`config.mk`:
```
export PLATFORM = sky130hd
export DESIGN_NAME = dzt_sqrt
export DESIGN_NICKNAME = d
export VERILOG_FILES = /design/src/rtl/dzt_pkg.sv /design/src/rtl/dzt_sqrt.sv
export SDC_FILE = /design/constraint.sdc
export NUM_CORES = 2
export LEC_CHECK = 0
export BUFFER_PORTS_ARGS = -buffer_cell sky130_fd_sc_hd__buf_2
export CAP_MARGIN = 10
export CORE_UTILIZATION = 35
export DETAILED_ROUTE_END_ITERATION = 7
export GPL_ROUTABILITY_DRIVEN = 0
export HOLD_SLACK_MARGIN = 0.02
export RECOVER_POWER = 25
export SLEW_MARGIN = 20
export SYNTH_ARGS = -nofsm -noshare
export SYNTH_HDL_FRONTEND = slang
export SYNTH_SLANG_ARGS = --single-unit
```
`constraint.sdc`:
```
create_clock -name clk -period 10.1 [get_ports clk]
set_clock_uncertainty 0.1 [all_clocks]
set_input_delay 2.02 -clock clk [delete_from_list [all_inputs] [get_ports clk]]
set_output_delay 2.02 -clock clk [all_outputs]
set_load 0.02 [all_outputs]
```
`src/rtl/dzt_pkg.sv`:
```
package dzt_pkg;

  // Default number of fraction bits of the direction and level outputs.
  localparam int FRAC_BITS_DEF = 15;

  // Field widths.
  localparam int IN_W  = 16;
  localparam int OUT_W = 16;
  localparam int CFG_W = 15;
  localparam int IDX_W = 2;

  // Full-scale raw deflection and its square.
  localparam int unsigned FULL_RAW = 32767;
  localparam logic [29:0] FULL2    = 30'(FULL_RAW * FULL_RAW);

  // Square root: 64-bit radicand, 32-bit root, one root bit per stage.
  localparam int SQ_IN_W   = 64;
  localparam int SQ_OUT_W  = 32;
  localparam int SQ_STAGES = 32;

  // Divider: quotient bits kept before saturation, and denominator width.
  localparam int QW    = 17;
  localparam int DIV_DW = 32;

  // Register indexes.
  localparam logic [IDX_W-1:0] CFG_MODE   = 2'd0;
  localparam logic [IDX_W-1:0] CFG_RADIAL = 2'd1;
  localparam logic [IDX_W-1:0] CFG_AXIAL  = 2'd2;

  // Register reset values.
  localparam logic [CFG_W-1:0] RST_RADIAL = 15'd3924;
  localparam logic [CFG_W-1:0] RST_AXIAL  = 15'd6554;

  // Per-sample information that rides next to the square root.
  typedef struct packed {
    logic        nx;
    logic        ny;
    logic        zone;
    logic        zx;
    logic        zy;
    logic [15:0] ax;
    logic [15:0] ay;
    logic [29:0] lvn0;
  } side_t;

  // Per-sample information that rides next to the dividers.
  typedef struct packed {
    logic nx;
    logic ny;
    logic zone;
    logic zx;
    logic zy;
    logic lz;
  } tail_t;

endpackage

```
`src/rtl/dzt_sqrt.sv`:
```
module dzt_sqrt import dzt_pkg::*; (
  input  logic                clk,
  input  logic                en,
  input  logic [SQ_IN_W-1:0]  v_in,
  output logic [SQ_OUT_W-1:0] s_out
);

  logic [SQ_IN_W-1:0] rem_r [SQ_STAGES];
  logic [SQ_IN_W-1:0] res_r [SQ_STAGES];

  // Digit-by-digit root, one result bit per stage.
  for (genvar k = 0; k < SQ_STAGES; k++) begin : g_stage
    localparam logic [SQ_IN_W-1:0] BITK = SQ_IN_W'(1) << (SQ_IN_W - 2 - 2 * k);
    logic [SQ_IN_W-1:0] rem_p;
    logic [SQ_IN_W-1:0] res_p;
    logic [SQ_IN_W-1:0] trial;

    if (k == 0) begin : g_first
      assign rem_p = v_in;
      assign res_p = '0;
    end else begin : g_next
      assign rem_p = rem_r[k-1];
      assign res_p = res_r[k-1];
    end

    assign trial = res_p + BITK;

    always_ff @(posedge clk) begin
      if (en) begin
        if (rem_p >= trial) begin
          rem_r[k] <= rem_p - trial;
          res_r[k] <= (res_p >> 1) + BITK;
        end else begin
          rem_r[k] <= rem_p;
          res_r[k] <= res_p >> 1;
        end
      end
    end
  end

  assign s_out = res_r[SQ_STAGES-1][SQ_OUT_W-1:0];

endmodule

```
==> flow_summary.ini <==
[outcome]
status = finished clean

[global_routing]
gr-usage-all-layers = 0.1689
first_global_vias = 79550
gr-total-overflow = 0
grt_max_degree = 189
grt_antenna_before_repair = 0
global_route_wire_length_before_repair_um = 464300

[logic_synthesis]
synth_seq_area_share = 0.6176
synth_enable_flop_cells = 2512
ys.flop_type = sky130_fd_sc_hd__edfxtp_1
ys_seq_elements = 2512
synth_async_sr_flop_share = 0
yosys.area.top_type = sky130_fd_sc_hd__edfxtp_1
yosysWarnings = 0
yosys.area.top_type_share = 0.6176
synth_cells = 9960
yosysMostFrequentCell = sky130_fd_sc_hd__edfxtp_1
syn-cell-area_um2 = 122100
mappedNetlistNets = 10580
synth_commonest_cells = sky130_fd_sc_hd__edfxtp_1 (2,512), sky130_fd_sc_hd__nand2_1 (809), sky130_fd_sc_hd__inv_1 (679)
synthDistinctLibCells = 86
syn_area_per_cell_um2 = 12.26
netlist_top_cells_area = sky130_fd_sc_hd__edfxtp_1 (62%), sky130_fd_sc_hd__ha_1 (5.7%), sky130_fd_sc_hd__xor2_1 (3.3%)

[worst_setup_path]
crit_fanout = 91
critical_path_cell_count = 7
timing.critical_path.cells = buf_12 > buf_4 > buf_4 > buf_4 > nand2_1 > nor2_1 > mux2i_1
worst_ep_arrival_time_ns = 5.67
critical_path_required_ns = 10.66
ff2ff_path_depth = 12
capture_instance_of_the_worst_register_to_register_path = rem_r[1][191]
crit_path_frequent_cell = sky130_fd_sc_hd__buf_4
ff2ff_setup_slack_ns = 5.12
critical_path_source_type = primary input
endpoint_kind = flip-flop
cp_slowest_cell = sky130_fd_sc_hd__buf_4
critical_path_buf_inv_count = 4
critical_path.max_stage_delay_ns = 0.84
worst_r2r_startpoint = rem_r[1][109]
crit_end = rem_r[0][63]
top_delay_family_on_crit_path = buffers and inverters
setup.worst_path.class = in -> reg
cp-startpoint = en

[routing]
vias_per_cell = 5.386
drtAntennaViolNets = 0
drt_iter0_markers = 6844
route.detailed.drc = 0
wirelength_um = 304200
post_drt_wl_per_cell_um = 20.32
num_vias = 80610
dr.pass1.iters = 6

[layout]
num_antenna_cells = 0
post_route_cells_drive_above_1_share = 0.06805
final_design_area_excluding_fillers_um2 = 137200
area.growth.synth_to_final_pct = 12.33
final_nets = 10800

[timing]
grt_setup_unrepaired = false
setup_viol_count_final = 0
hold-worst-slack_ns = 0.2942
finalSetupTns_ns = 0
max_freq_mhz = 195.5
fin_crit_sh = 0.5064
drv_slew = 0
post-route-min-period_ns = 5.115
final-hold-violation-count = 0
slew_headroom = 0.2525
worst_slew_pin_slew_ns = 1.112

[power_and_ir_drop]
leakage_uw = 0.05000
power_per_cell_area_nw_per_um2 = 224.4
peak_supply_drop_mv = 0.1622

[clock_tree]
htree_levels = 5
cts_setup_buffers = 0
postCtsHoldBufs = 0
cts_tree = built
clk_transition_reported_paths_ns = 0.06
clk_latency_ns = 0.91
clock_sinks = 2512
cts_root_buffer = sky130_fd_sc_hd__clkbuf_16
post_cts.resized_instances = 0
cts_buffers = 277
cts_max_path_buffers = 4

[floorplan]
dieWidth_um = 592.7
core_area_um2 = 346700
floorplan.rows = 216
ioPinCount = 98
initial_standard_cell_utilization_of_the_core = 0.3523
die_area_um2 = 351300
die_outline_height_um = 592.7

[placed_design]
dp.final_hpwl_um = 231600
port-buffer-count = 97
placement.cell_area_um2 = 128200

[hold_path]
hold_depth = 0
hold_crit_class = reg -> reg

[run]
cap_violations = 0
## cell families (layout without fill, tap and decap cells)
family                   count (synthesis)  in the layout  synth area share
adder cells (fa/ha/maj)                558            558           0.05716
AO/OA/AOI/OAI                         1867           1867           0.09368
AND/OR/NAND/NOR                       3163           3163            0.1344
flip-flops                            2512           2512            0.6176
multiplexers                            53             53          0.004784
XOR/XNOR                               893            893           0.06403
buffers and inverters                  914           1344           0.02840
## layer usage
metal  share of wire  wire length [um]  vias up  track usage
met5               0                 0        -            0
met3           0.049             15020      775      0.01969
li1                -                 -    37810            -
met2            0.51            155100     2849       0.3075
met4           0.054             16290        0      0.08518
met1            0.39            117800    39180       0.1953
## how the worst min path moves through the flow
stage	from	to	slack [ns]
6_report	rem_r[1][393]	rem_r[1][457]	0.29
2_1_floorplan	rem_r[1][256]	rem_r[1][320]	0.32
4_1_cts	rem_r[1][393]	rem_r[1][457]	0.28
3_5_place_dp	rem_r[0][664]	rem_r[0][728]	0.33
5_1_grt	rem_r[1][393]	rem_r[1][457]	0.29
3_3_place_gp	rem_r[0][704]	rem_r[0][768]	0.33
## registers in the layout, indices dropped and copies added, names as in the netlist
signal,cells
rem_r,1984
res_r,528
## metrics by stage
stage | cells | util | power, uW | worst slack [ns]
after global placement | 14470 | 0.3696 | 20650 | 4.047
after global routing | 14970 | 0.3957 | 32160 | 4.772
after detailed placement | 14470 | 0.3697 | 20790 | 4.050
final | 14970 | 0.3957 | 30780 | 4.985
after CTS | 14970 | 0.3956 | 30920 | 5.043
after floorplan | 9960 | - | 18800 | 4.187
## layout by cell type, fill, tap and decap left out, drive strengths merged, types with 389 or more instances in the layout
cell    instances
nand2         809
edfxtp       2512
nor2          553
a21oi         509
inv           695
xnor2         436
nor4          389
xor2          457
ha            558
o21ai         605
## cell type report
type | count | area, um2
clock inverters | 153 | 1682
repair buffers | 170 | 1099
fillers | 32180 | 209500
clock buffers | 342 | 7325
multi-input cells | 6534 | 43390
well taps | 4578 | 5728
flip-flops and latches | 2512 | 75430
inverters | 679 | 2549
## where the power goes
group,internal [uW],leakage (uW),switching (uW)
clock network,5910,0.00438,4150
registers,13200,0.0242,1210
logic,2500,0.0215,3770
total,21600,0.0500,9140
No activity file was read; power rests on OpenSTA's default activity.
