File: src/rtl/dzt_pkg.sv
package dzt_pkg;

  // Default number of fraction bits of the direction and level outputs.
  localparam int FRAC_BITS_DEF = 15;

  // Field widths.
  localparam int IN_W  = 16;
  localparam int OUT_W = 16;
  localparam int CFG_W = 15;
  localparam int IDX_W = 2;

  // Full-scale raw deflection and its square.
  localparam int unsigned FULL_RAW = 32767;
  localparam logic [29:0] FULL2    = 30'(FULL_RAW * FULL_RAW);

  // Square root: 64-bit radicand, 32-bit root, one root bit per stage.
  localparam int SQ_IN_W   = 64;
  localparam int SQ_OUT_W  = 32;
  localparam int SQ_STAGES = 32;

  // Divider: quotient bits kept before saturation, and denominator width.
  localparam int QW    = 17;
  localparam int DIV_DW = 32;

  // Register indexes.
  localparam logic [IDX_W-1:0] CFG_MODE   = 2'd0;
  localparam logic [IDX_W-1:0] CFG_RADIAL = 2'd1;
  localparam logic [IDX_W-1:0] CFG_AXIAL  = 2'd2;

  // Register reset values.
  localparam logic [CFG_W-1:0] RST_RADIAL = 15'd3924;
  localparam logic [CFG_W-1:0] RST_AXIAL  = 15'd6554;

  // Per-sample information that rides next to the square root.
  typedef struct packed {
    logic        nx;
    logic        ny;
    logic        zone;
    logic        zx;
    logic        zy;
    logic [15:0] ax;
    logic [15:0] ay;
    logic [29:0] lvn0;
  } side_t;

  // Per-sample information that rides next to the dividers.
  typedef struct packed {
    logic nx;
    logic ny;
    logic zone;
    logic zx;
    logic zy;
    logic lz;
  } tail_t;

endpackage

File: src/rtl/dzt_div.sv
module dzt_div import dzt_pkg::*; #(
  parameter int NW = 47,
  parameter int DW = 32,
  parameter int QN = 17
) (
  input  logic          clk,
  input  logic          en,
  input  logic [NW-1:0] n_in,
  input  logic [DW-1:0] d_in,
  output logic [QN-1:0] q_out,
  output logic          ovf_out
);

  localparam int CW = (NW > DW + QN) ? NW : DW + QN;

  logic [CW-1:0] rem_r [QN+1];
  logic [DW-1:0] d_r   [QN];
  logic [QN-1:0] q_r   [QN+1];
  logic          ovf_r [QN+1];

  // The first stage flags a quotient that does not fit in QN bits.
  always_ff @(posedge clk) begin
    if (en) begin
      rem_r[0] <= CW'(n_in);
      d_r[0]   <= d_in;
      q_r[0]   <= '0;
      ovf_r[0] <= CW'(n_in) >= (CW'(d_in) << QN);
    end
  end

  // Restoring division, one quotient bit per stage, highest bit first.
  for (genvar j = 1; j <= QN; j++) begin : g_stage
    localparam int SH = QN - j;
    logic [CW-1:0] sub;
    assign sub = CW'(d_r[j-1]) << SH;

    if (j < QN) begin : g_fwd
      always_ff @(posedge clk) begin
        if (en) d_r[j] <= d_r[j-1];
      end
    end

    always_ff @(posedge clk) begin
      if (en) begin
        ovf_r[j] <= ovf_r[j-1];
        if (rem_r[j-1] >= sub) begin
          rem_r[j] <= rem_r[j-1] - sub;
          q_r[j]   <= q_r[j-1] | (QN'(1) << SH);
        end else begin
          rem_r[j] <= rem_r[j-1];
          q_r[j]   <= q_r[j-1];
        end
      end
    end
  end

  assign q_out   = q_r[QN];
  assign ovf_out = ovf_r[QN];

endmodule

File: config.mk
export PLATFORM = sky130hd
export DESIGN_NAME = dzt_div
export DESIGN_NICKNAME = d
export VERILOG_FILES = /design/src/rtl/dzt_pkg.sv /design/src/rtl/dzt_div.sv
export SDC_FILE = /design/constraint.sdc
export NUM_CORES = 2
export LEC_CHECK = 0
export ABC_AREA = 1
export BUFFER_PORTS_ARGS = -buffer_cell sky130_fd_sc_hd__buf_2
export CAP_MARGIN = 5
export CORE_MARGIN = 1
export CORE_UTILIZATION = 43
export CTS_CLUSTER_SIZE = 12
export DETAILED_ROUTE_END_ITERATION = 10
export PLACE_DENSITY = 0.62
export SYNTH_ARGS = -nofsm -noshare
export SYNTH_HDL_FRONTEND = slang
export SYNTH_SLANG_ARGS = --single-unit
File: constraint.sdc
create_clock -name clk -period 3.9 [get_ports clk]
set_clock_uncertainty 0.1 [all_clocks]
set_input_delay 0.585 -clock clk [delete_from_list [all_inputs] [get_ports clk]]
set_output_delay 0.585 -clock clk [all_outputs]
set_load 0.05 [all_outputs]
==> results.sh <==
export IMPL_finalMaxSlewViolations=0
export IMPL_synthDistinctLibCells=60
export IMPL_slew_headroom_pct=28.6
export IMPL_crit_path_start_kind="flop"
export IMPL_synthToLayoutAreaGrowth_pct=10.2
export IMPL_period_share_pct=88.3
export IMPL_netlist_area_um2=107000
export IMPL_grt_pass1_vias=85600
export IMPL_initial_core_util_pct=43.3
export IMPL_tightestPinTransition_ns=1.07
export IMPL_drc=2
export IMPL_grt_pass1_wl_mm=541
export IMPL_hpwl_mm=302
export IMPL_fmax_mhz=290
export IMPL_placementRows=182
export IMPL_via_count=90600
export IMPL_wl_mm=368
export IMPL_grt_ovfl_total=0
export IMPL_synth_avg_cell_area_um2=7.45
export IMPL_violations="DRC"
export IMPL_antenna_found_initial=9
export IMPL_nNetsFinal=15300
export IMPL_clkLatencyLatePin_ns=0.85
export IMPL_path_clk_slew_ns=0.06
export IMPL_cp_arrival_ns=3.92
export IMPL_synth_edf_count=1546
export IMPL_die_area_um2=250000
export IMPL_finalSetupViolations=0
export IMPL_cp_required_ns=4.38
export IMPL_cts_resized=0
export IMPL_cts_hold_buf=79
export IMPL_drt_iter0_markers=8497
export IMPL_crit_fanout=10
export IMPL_hold_viol_final=0
export IMPL_cts_setup_buffers=0
export IMPL_instances_no_fill=18000
export IMPL_die_w_um=500
export IMPL_rsz0062_at_grt="no"
export IMPL_hold_slack_ns=0.248
export IMPL_max_cap_violations=0
export IMPL_ir_drop_uv=468
export IMPL_place_congestion=1.00
export IMPL_synth_seq_area_share_pct=43.6
export IMPL_grt_max_degree=192
export IMPL_dr_pass1_iters=9
export IMPL_ctsHtreeMaxLevel=4
export IMPL_grtUsageTotal_pct=29.0
export IMPL_synth_flop_cell="edfxtp_1"
export IMPL_die_h_um=500
export IMPL_wl_per_cell_um=20.4
export IMPL_pin_count=99
export IMPL_status="finished with violations"
export IMPL_synthCells=14300
export IMPL_cts_tree="done"
export IMPL_dp_cells=17600
export IMPL_path_class="reg2reg"
export IMPL_ys_ff_latch=1546
export IMPL_yosysWarningCount=0
export IMPL_fin_crit_ns=3.44
export IMPL_vias_per_cell=5.03
export IMPL_async_reset_ff_share_pct=0
export IMPL_ff2ff_setup_slack_ns=0.46
export IMPL_portBuffers=98
export IMPL_setup_tns_ns=0
export IMPL_detail_route_antenna_nets=0
export IMPL_end_kind="flop"
export IMPL_drive_above_1_share_pct=5.27
export IMPL_min_path_type="in2reg"
export IMPL_cts_buffers=180
export IMPL_cts_sinks=1546
export IMPL_synth_fp_nets=15000
export IMPL_clockBufferDepth=3
export IMPL_core_area_um2=246000
export IMPL_clock_root_buffer="clkbuf_16"
export IMPL_p_per_area_nw_per_um2=694
export IMPL_p_leak_nw=57.9
-- Yosys cell counts (all sizes together), types with 35 or more instances --
cell	n	share of area [%]
nand2	5319	19
inv	2825	10
edfxtp	1546	44
nor2	1356	5.1
nand3	872	4.4
ha	573	6.7
a21oi	519	2.7
o21ai	254	1.3
xor2	249	2.0
nor3	161	0.80
nand4	127	0.75
buf	109	0.92
nand3b	83	0.59
xnor2	71	0.58
nor4	47	0.30
o21bai	35	0.26
-- placed cells by master, fill, tap and decap left out, types with 97 or more instances in the layout --
cell type  instances
a21oi_1          460
nor2_1          1271
inv_1           2801
buf_2             97
nand4_1          127
nand3_1          826
ha_1             573
edfxtp_1        1546
xor2_1           249
clkbuf_16        186
nand2_1         5242
nor3_1           152
o21ai_0          207
-- power breakdown --
part           internal, mW  switching, mW  total [mW]
Combinational          11.7           25.6        37.4
Sequential             23.2           3.68        26.9
Clock                  9.97           7.24        17.2
-- worst paths after layout --
kind / endpoint / from / cells after the start
worst max-delay path: rem_r[4][35] / rem_r[3][73] / 11
worst min-delay path: d_r[0][208] / en / 2
worst max register to register: rem_r[4][35] / rem_r[3][73] / 11
worst min register to register: q_r[13][5] / q_r[12][5] / 0
-- state kept, by name, indices dropped and copies added (netlist names) --
signal	flops
rem_r	831
d_r	544
q_r	153
ovf_r	18
-- critical path: stages (launching register included) --
cell	delay, ns
edfxtp_1	0.45
ha_1	0.41
nand2_1	0.18
nor2_1	0.10
nand2_1	0.14
nor2_2	0.07
nand2_2	0.10
nor2_1	0.07
nor3_2	0.71
nand2_2	0.49
nand3_1	0.23
nand2_1	0.13
-- metrics by stage --
stage                     power (mW)  area, µm²  util [%]  worst slack, ns
after floorplan                 50.7     107000         -            0.562
after global placement          63.9     111000      44.9            0.486
after detailed placement        63.8     111000      44.9            0.489
after CTS                       81.2     117000      47.7            0.500
after global routing            86.8     117000      47.7            0.207
final                           81.5     117000      47.7            0.457
-- final cells by class --
| cell class | instances | area (µm²) |
|---|---|---|
| clock inverters | 118 | 1270 |
| flip-flops and latches | 1546 | 46400 |
| fillers | 24700 | 129000 |
| repair buffers | 235 | 1840 |
| diodes | 2 | 5.00 |
| clock buffers | 200 | 4710 |
| inverters | 2826 | 10600 |
| multi-input cells | 9793 | 48400 |
| well taps | 3312 | 4140 |
-- kinds of logic (layout without fill, tap and decap cells) --
family / Yosys count / count (layout) / share of synthesized area, %
buffers and inverters: 2956 / 3379 / 11.0
AND/OR/NAND/NOR: 8048 / 8048 / 31.4
XOR/XNOR: 320 / 320 / 2.63
AO/OA/AOI/OAI: 836 / 836 / 4.41
flip-flops: 1546 / 1546 / 43.6
other: 0 / 2 / 0
adder cells (fa/ha/maj): 589 / 589 / 7.03
-- layer usage --
| layer | GRT usage (%) | routed length [µm] | up-vias |
|---|---|---|---|
| met2 | 49.5 | 174000 | 2973 |
| met4 | 11.1 | 15500 | 2 |
| met3 | 3.17 | 21500 | 586 |
| met1 | 37.7 | 156000 | 41600 |
| met5 | 0 | 13 | - |
| li1 | - | - | 45500 |
(Power assumes the default switching activity.)
